$ cat config.mk
export PLATFORM = sky130hd
export DESIGN_NAME = master_volume_ramp_output
export DESIGN_NICKNAME = d
export VERILOG_FILES = /design/src/sv/mvr_pkg.sv /design/src/sv/mvr_gain.sv /design/src/sv/mvr_lane.sv /design/src/sv/master_volume_ramp_output.sv
export SDC_FILE = /design/constraint.sdc
export NUM_CORES = 2
export LEC_CHECK = 0
export BUFFER_PORTS_ARGS = -buffer_cell sky130_fd_sc_hd__buf_4
export CAP_MARGIN = 20
export CORE_ASPECT_RATIO = 1.5
export CORE_MARGIN = 2
export CORE_UTILIZATION = 40
export CTS_CLUSTER_DIAMETER = 50
export CTS_CLUSTER_SIZE = 24
export DETAILED_ROUTE_END_ITERATION = 7
export GPL_TIMING_DRIVEN = 0
export PLACE_DENSITY_LB_ADDON = 0.1
export SLEW_MARGIN = 10
export SYNTH_ARGS = -nofsm -noshare
export SYNTH_HDL_FRONTEND = slang
export SYNTH_SLANG_ARGS = --single-unit
$ cat constraint.sdc
create_clock -name clk -period 28.8 [get_ports clk]
set_input_delay 0 -clock clk [delete_from_list [all_inputs] [get_ports clk]]
set_output_delay 0 -clock clk [all_outputs]
set_load 0.02 [all_outputs]
$ cat src/sv/mvr_pkg.sv
// shared constants and types of the master volume ramp output stage
package mvr_pkg;

    // frame length in samples
    localparam int FRAME_SAMPLES = 96;

    // volume and sample widths
    localparam int VOL_W    = 16;
    localparam int SAMPLE_W = 32;
    localparam int OUT_W    = 16;
    localparam int POS_W    = $clog2(FRAME_SAMPLES);

    // ramp numerator, at most FRAME_SAMPLES * 65535
    localparam int NUM_W = $clog2(FRAME_SAMPLES * 65535 + 1);

    // exact floor division by the frame length through a reciprocal multiply
    localparam int      DIV_SHIFT  = NUM_W + $clog2(FRAME_SAMPLES);
    localparam longint  DIV_MULT   = ((64'd1 << DIV_SHIFT) + FRAME_SAMPLES - 1) / FRAME_SAMPLES;
    localparam int      DIV_MULT_W = $clog2(DIV_MULT + 1);
    localparam int      DIV_PROD_W = NUM_W + DIV_MULT_W;

    // gain scaling and output limits
    localparam int GAIN_SHIFT = 15;
    localparam int SCALE_W    = SAMPLE_W + VOL_W + 1;
    localparam logic [VOL_W-1:0] VOL_RESET = 16'h8000;
    localparam logic signed [SAMPLE_W-1:0] SAT_MAX = 32'sd32767;
    localparam logic signed [SAMPLE_W-1:0] SAT_MIN = -32'sd32767;

    // pipeline control shared by the gain unit and the lanes
    typedef struct packed {
        logic adv;   // whole pipeline moves one stage
        logic take;  // an input word is accepted
    } pipe_ctl_t;

endpackage

$ cat src/sv/mvr_gain.sv
// ramp position counter and gain computation for one stereo word
module mvr_gain
    import mvr_pkg::*;
(
    input  logic             clk,
    input  logic             rst_n,
    input  pipe_ctl_t        ctl,
    input  logic [VOL_W-1:0] target_volume,
    output logic             item_last,
    output logic [VOL_W-1:0] gain
);

    logic [VOL_W-1:0]      start_reg, start_next;
    logic [VOL_W-1:0]      end_reg, end_next;
    logic [NUM_W-1:0]      num_reg, num_next;
    logic [POS_W-1:0]      pos_reg, pos_next;
    logic [NUM_W-1:0]      n1_reg;
    logic [DIV_PROD_W-1:0] prod_reg;
    logic [POS_W-1:0]      pos_eff;
    logic                  first;

    // position in the frame, an out of range count starts a new frame
    always_comb
    begin
        if ({1'b0, pos_reg} >= (POS_W+1)'(FRAME_SAMPLES))
        begin
            pos_eff = '0;
        end
        else
        begin
            pos_eff = pos_reg;
        end
        first     = (pos_eff == '0);
        item_last = (pos_eff == POS_W'(FRAME_SAMPLES - 1));
    end

    // ramp end points and running numerator
    always_comb
    begin
        start_next = start_reg;
        end_next   = end_reg;
        num_next   = num_reg;
        pos_next   = pos_reg;
        if (ctl.take)
        begin
            if (first)
            begin
                start_next = end_reg;
                end_next   = target_volume;
                num_next   = NUM_W'(FRAME_SAMPLES - 1) * NUM_W'(end_reg)
                           + NUM_W'(target_volume);
            end
            else
            begin
                num_next = num_reg + NUM_W'(end_reg) - NUM_W'(start_reg);
            end
            if (item_last)
            begin
                pos_next = '0;
            end
            else
            begin
                pos_next = pos_eff + POS_W'(1);
            end
        end
    end

    // ramp state
    always_ff @(posedge clk or negedge rst_n)
    begin
        if (!rst_n)
        begin
            start_reg <= VOL_RESET;
            end_reg   <= VOL_RESET;
            num_reg   <= '0;
            pos_reg   <= '0;
        end
        else
        begin
            start_reg <= start_next;
            end_reg   <= end_next;
            num_reg   <= num_next;
            pos_reg   <= pos_next;
        end
    end

    // numerator then reciprocal product
    always_ff @(posedge clk)
    begin
        if (ctl.adv)
        begin
            n1_reg   <= num_next;
            prod_reg <= DIV_PROD_W'(n1_reg) * DIV_PROD_W'(DIV_MULT);
        end
    end

    // quotient by the frame length
    assign gain = prod_reg[DIV_SHIFT +: VOL_W];

endmodule

$ cat src/sv/mvr_lane.sv
// one channel lane: gain multiply, shift, wrap and saturation
module mvr_lane
    import mvr_pkg::*;
(
    input  logic                       clk,
    input  pipe_ctl_t                  ctl,
    input  logic signed [SAMPLE_W-1:0] sample_in,
    input  logic [VOL_W-1:0]           gain,
    output logic signed [OUT_W-1:0]    sample_out
);

    logic signed [SAMPLE_W-1:0] s1_reg;
    logic signed [SAMPLE_W-1:0] s2_reg;
    logic signed [SCALE_W-1:0]  prod_reg;
    logic signed [SAMPLE_W-1:0] wrapped;

    // sample delay to meet the gain, then the product
    always_ff @(posedge clk)
    begin
        if (ctl.adv)
        begin
            s1_reg   <= sample_in;
            s2_reg   <= s1_reg;
            prod_reg <= SCALE_W'(s2_reg) * $signed({1'b0, gain});
        end
    end

    // arithmetic shift keeps the low 32 bits, then clamp
    always_comb
    begin
        wrapped = prod_reg[GAIN_SHIFT +: SAMPLE_W];
        if (wrapped > SAT_MAX)
        begin
            sample_out = SAT_MAX[OUT_W-1:0];
        end
        else if (wrapped < SAT_MIN)
        begin
            sample_out = SAT_MIN[OUT_W-1:0];
        end
        else
        begin
            sample_out = wrapped[OUT_W-1:0];
        end
    end

endmodule

$ cat src/sv/master_volume_ramp_output.sv
// top level: master volume ramp output stage of the mixer
//
// s_tdata carries one stereo word per accepted transfer: left and right
// 32-bit signed accumulated samples and the 16-bit target volume, which is
// only looked at on the first word of each 96-word frame. The gain ramps
// linearly from the previous frame's volume to the target and reaches it on
// the last word of the frame.
// m_tdata carries the two saturated 16-bit samples; m_tlast marks the last
// word of a frame. One result word leaves for every word taken in.
// m_tvalid rises once the word has passed every stage: it enters the ramp
// numerator register on the accepting edge, then the stage for the reciprocal
// divide by the frame length, the one for the per-lane gain multiply and the
// one for saturation into the output register.
// Throughput is one word per cycle while m_tready does not stall the
// pipeline; both lanes and the gain unit are fully pipelined.
// After reset the pipeline is empty, the frame position is zero and the
// previous volume is unity (0x8000).
// When the receiver holds m_tready low with a word waiting, the whole
// pipeline freezes and s_tready drops until that word is taken.
module master_volume_ramp_output
    import mvr_pkg::*;
(
    input  logic        clk,
    input  logic        rst_n,
    input  logic        s_tvalid,
    output logic        s_tready,
    input  logic [79:0] s_tdata,   // left_in[31:0], right_in[63:32], target_volume[79:64]
    output logic        m_tvalid,
    input  logic        m_tready,
    output logic [31:0] m_tdata,   // left_out[15:0], right_out[31:16]
    output logic        m_tlast
);

    pipe_ctl_t               ctl;
    logic                    item_last;
    logic [VOL_W-1:0]        gain;
    logic signed [OUT_W-1:0] left_lane;
    logic signed [OUT_W-1:0] right_lane;
    logic [2:0]              valid_reg;
    logic [2:0]              last_reg;
    logic                    out_valid_reg;
    logic                    out_last_reg;
    logic [31:0]             out_data_reg;

    // pipeline advance and acceptance
    assign ctl.adv   = !out_valid_reg || m_tready;
    assign ctl.take  = s_tvalid && ctl.adv;
    assign s_tready  = ctl.adv;

    // shared ramp gain
    mvr_gain u_gain (
        .clk           (clk),
        .rst_n         (rst_n),
        .ctl           (ctl),
        .target_volume (s_tdata[79:64]),
        .item_last     (item_last),
        .gain          (gain)
    );

    // left and right lanes
    mvr_lane u_lane_left (
        .clk        (clk),
        .ctl        (ctl),
        .sample_in  ($signed(s_tdata[31:0])),
        .gain       (gain),
        .sample_out (left_lane)
    );

    mvr_lane u_lane_right (
        .clk        (clk),
        .ctl        (ctl),
        .sample_in  ($signed(s_tdata[63:32])),
        .gain       (gain),
        .sample_out (right_lane)
    );

    // word valid flags along the pipeline
    always_ff @(posedge clk or negedge rst_n)
    begin
        if (!rst_n)
        begin
            valid_reg     <= '0;
            out_valid_reg <= 1'b0;
        end
        else if (ctl.adv)
        begin
            valid_reg     <= {valid_reg[1:0], ctl.take};
            out_valid_reg <= valid_reg[2];
        end
    end

    // frame end flags along the pipeline, and the lanes merged into the output word
    always_ff @(posedge clk)
    begin
        if (ctl.adv)
        begin
            last_reg     <= {last_reg[1:0], item_last};
            out_last_reg <= last_reg[2];
            out_data_reg <= {right_lane, left_lane};
        end
    end

    assign m_tvalid = out_valid_reg;
    assign m_tdata  = out_data_reg;
    assign m_tlast  = out_last_reg;

endmodule
==> metrics.md <==
| Metric | Value |
|---|---|
| Seq cells post-synth | 333 |
| Number of global-route vias before repair | 42.9k |
| Nets | 7626 |
| Routed WL per cell | 21.3 µm |
| Die Y-Extent | 462 µm |
| Min Tclk post-route | 8590 ps |
| Top cell type's share of synthesized area | 42.2% |
| Area Growth Syn to Fin | 11.1% |
| Crit-path max FO | 10 |
| Vias per cell | 4.91 |
| Drt first-iter violations | 1854 |
| Slew @ Worst Pin | 1170 ps |
| Core ar. | 139000 µm² |
| Share of cells above drive strength 1 | 4.04% |
| Setup TNS | 0 ps |
| Crit share post-route | 29.8% |
| Relative slew margins | 21.7% |
| Initial Utilization | 40.2% |
| TritonRoute pass-1 iters | 5 |
| Max Root-Sink Buffers | 3 |
| Yosys Warn Count | 0 |
| DRT Wirelength | 166000 µm |
| Post-synth EDFFs | 267 |
| Avg Cell Area, Syn | 9.97 µm² |
| Post-route insts no fill | 7795 |
| Hold slack | 54.5 ps |
| Asr flop ratio synth | 19.8% |
| Fill count | 13.7k |
| All-Layer GR Usage | 24.2% |
| Port Buffers | 118 |
| WS Path Type | reg2reg |
| Worst Path Required | 29130 ps |
| Commonest non-fill, non-tap cell in the layout | inv_1 |
| Post-synth net total | 7355 |
| Multi-input gate area | 40000 µm² |
| Largest cells by area after synthesis | fa_1 42%, edfxtp_1 14%, ha_1 11% |
| CP Launch Type | flip-flop |
| Sequential element share of the synthesized area | 17.3% |
| I/O pins | 119 |
| Netlist Area Pre-Place | 56000 µm² |
| FMAX | 116 MHz |
| Most frequent cells in the layout | 1481 x inv_1, 1179 x fa_1, 741 x nand2_1 |
| Worst-Skew Late Latency | 700 ps |
| Clock-pin slew on the worst setup and hold paths | 80 ps |
| CTS HTree Levels | 2 |
| Routed Antenna Nets | 0 |
| Hold Vio Cnt, Final | 0 |
| Synth area leader | fa_1 |
| CP Capture Type | flip-flop |
| Global-route wire length before repair | 255000 µm |
| Skew final | 118 ps |
| Final core area utilization | 44.6% |
| Die area | 143000 µm² |
| Total gr overflow | 0 |
| Vias | 38.3k |
| # rows | 168 |
| RSZ-0062 raised after global routing | no |
| Placed Cells incl. Taps | 7613 |
| CTS sink cnt | 333 |
| DRC | 0 |
| Max Transition Viols Final | 0 |
| Detailed Place HPWL | 140000 µm |
| Max_cap viols | 0 |
| FF+latch area | 9670 µm² |
| Inserted Clock Buffers | 47 |
| Post-CTS Setup Inserts | 0 |
| Netlist cell types | 74 |
| Global placement routability congestion | 0.906 |
| Final setup vio count | 0 |
| Critical Path AT | 8910 ps |
| Status | complete, no violations |
| Largest net degree at the start of global routing | 65 |
| Cts repair resizes | 0 |
| Initial antenna violation count | 8 |
| TritonCTS clock tree | built |
| Clk root buf | clkbuf_16 |
| Die width | 309 µm |
| Synthesized instance count | 5613 |
| Top FF cell, synth | edfxtp_1 |
| Hold Crit Class | in2reg |
[repair_timing]
item / CTS / global route
hold buffers: 92 / 0
hold endpoints to repair: 151 / 0
setup endpoints to repair: 0 / 0
[layout make-up]
cell class	instances	share of cell area [%]
Sequential cell	333	15.6
Buffer	200	1.22
Inverter	1481	8.94
Timing Repair Buffer	222	3.31
Antenna cell	4	0.0161
Clock inverter	38	0.988
Clock buffer	48	1.90
Multi-Input combinational cell	3599	64.3
Tap cell	1870	3.76
[routing by layer]
metal	vias up	track usage, %	part of all wire, %
met1	19900	25.9	35
li1	17300	-	-
met3	333	2.36	3.3
met2	785	47.1	56
met4	2	11.4	5.5
met5	-	0	0.0078
[synthesized netlist by cell type, types with 30 or more instances]
cell type and number:
inv_1 1481, fa_1 1179, nand2_1 741, ha_1 479
and2_1 386, edfxtp_1 267, clkbuf_1 200, nor2_1 132
a21oi_1 97, xnor2_1 91, o21ai_0 77, dfrtp_1 64
a21o_1 42, xor2_1 39, nand3_1 30
[kinds of logic (layout without fill, tap and decap cells)]
family	count (synthesis)	after routing	share of synthesized area (%)
AOI/OAI and AO/OA	373	373	4.42
buffers and inverters	1681	1989	11.3
adders and majority gates	1658	1658	52.9
xor gates and xnor gates	130	130	2.03
and+or+nand+nor	1433	1433	12.0
muxes	5	5	0.0939
DFF	333	333	17.3
other	0	4	0
[through the flow]
step | setup WS (ps) | cell area [µm²]
finish | 20210 | 62200
global route | 19980 | 62200
CTS | 20220 | 62200
detailed placement | 20150 | 59500
global placement | 13420 | 59200
floorplan | 19070 | 56000
[critical path, stage by stage (launching register included)]
cell and delay [ps]:
edfxtp_1 320, clkbuf_1 750, clkbuf_1 800, and2_1 260, fa_1 410, inv_1 80, fa_1 430, fa_1 520
inv_1 50, fa_1 540, fa_1 560, inv_1 70, fa_1 470, inv_1 40, ha_1 350, a21o_1 220
a221o_1 350, a31oi_1 280, o211ai_2 190, a211oi_2 470, o2111ai_1 310, a311oi_1 420, nor2b_1 90, nor2_1 120
xnor2_1 100
[final timing paths]
path                                        startpoint                        to  slack, ps  depth (start not counted)
max in group asynchronous                        rst_n        u_gain.num_reg[16]      28010                          4
min in group asynchronous                        rst_n        u_gain.end_reg[15]        400                          3
worst min-delay path                       s_tdata[44]   u_lane_right.s1_reg[12]         50                          2
worst min register to register  u_lane_left.s1_reg[26]    u_lane_left.s2_reg[26]        310                          0
worst max-delay path               u_gain.prod_reg[37]  u_lane_left.prod_reg[46]      20210                         24
worst max register to register     u_gain.prod_reg[37]  u_lane_left.prod_reg[46]      20210                         24
Power is not shown: default switching activity piles up to over one toggle a cycle in this logic, so the estimate is an artifact.
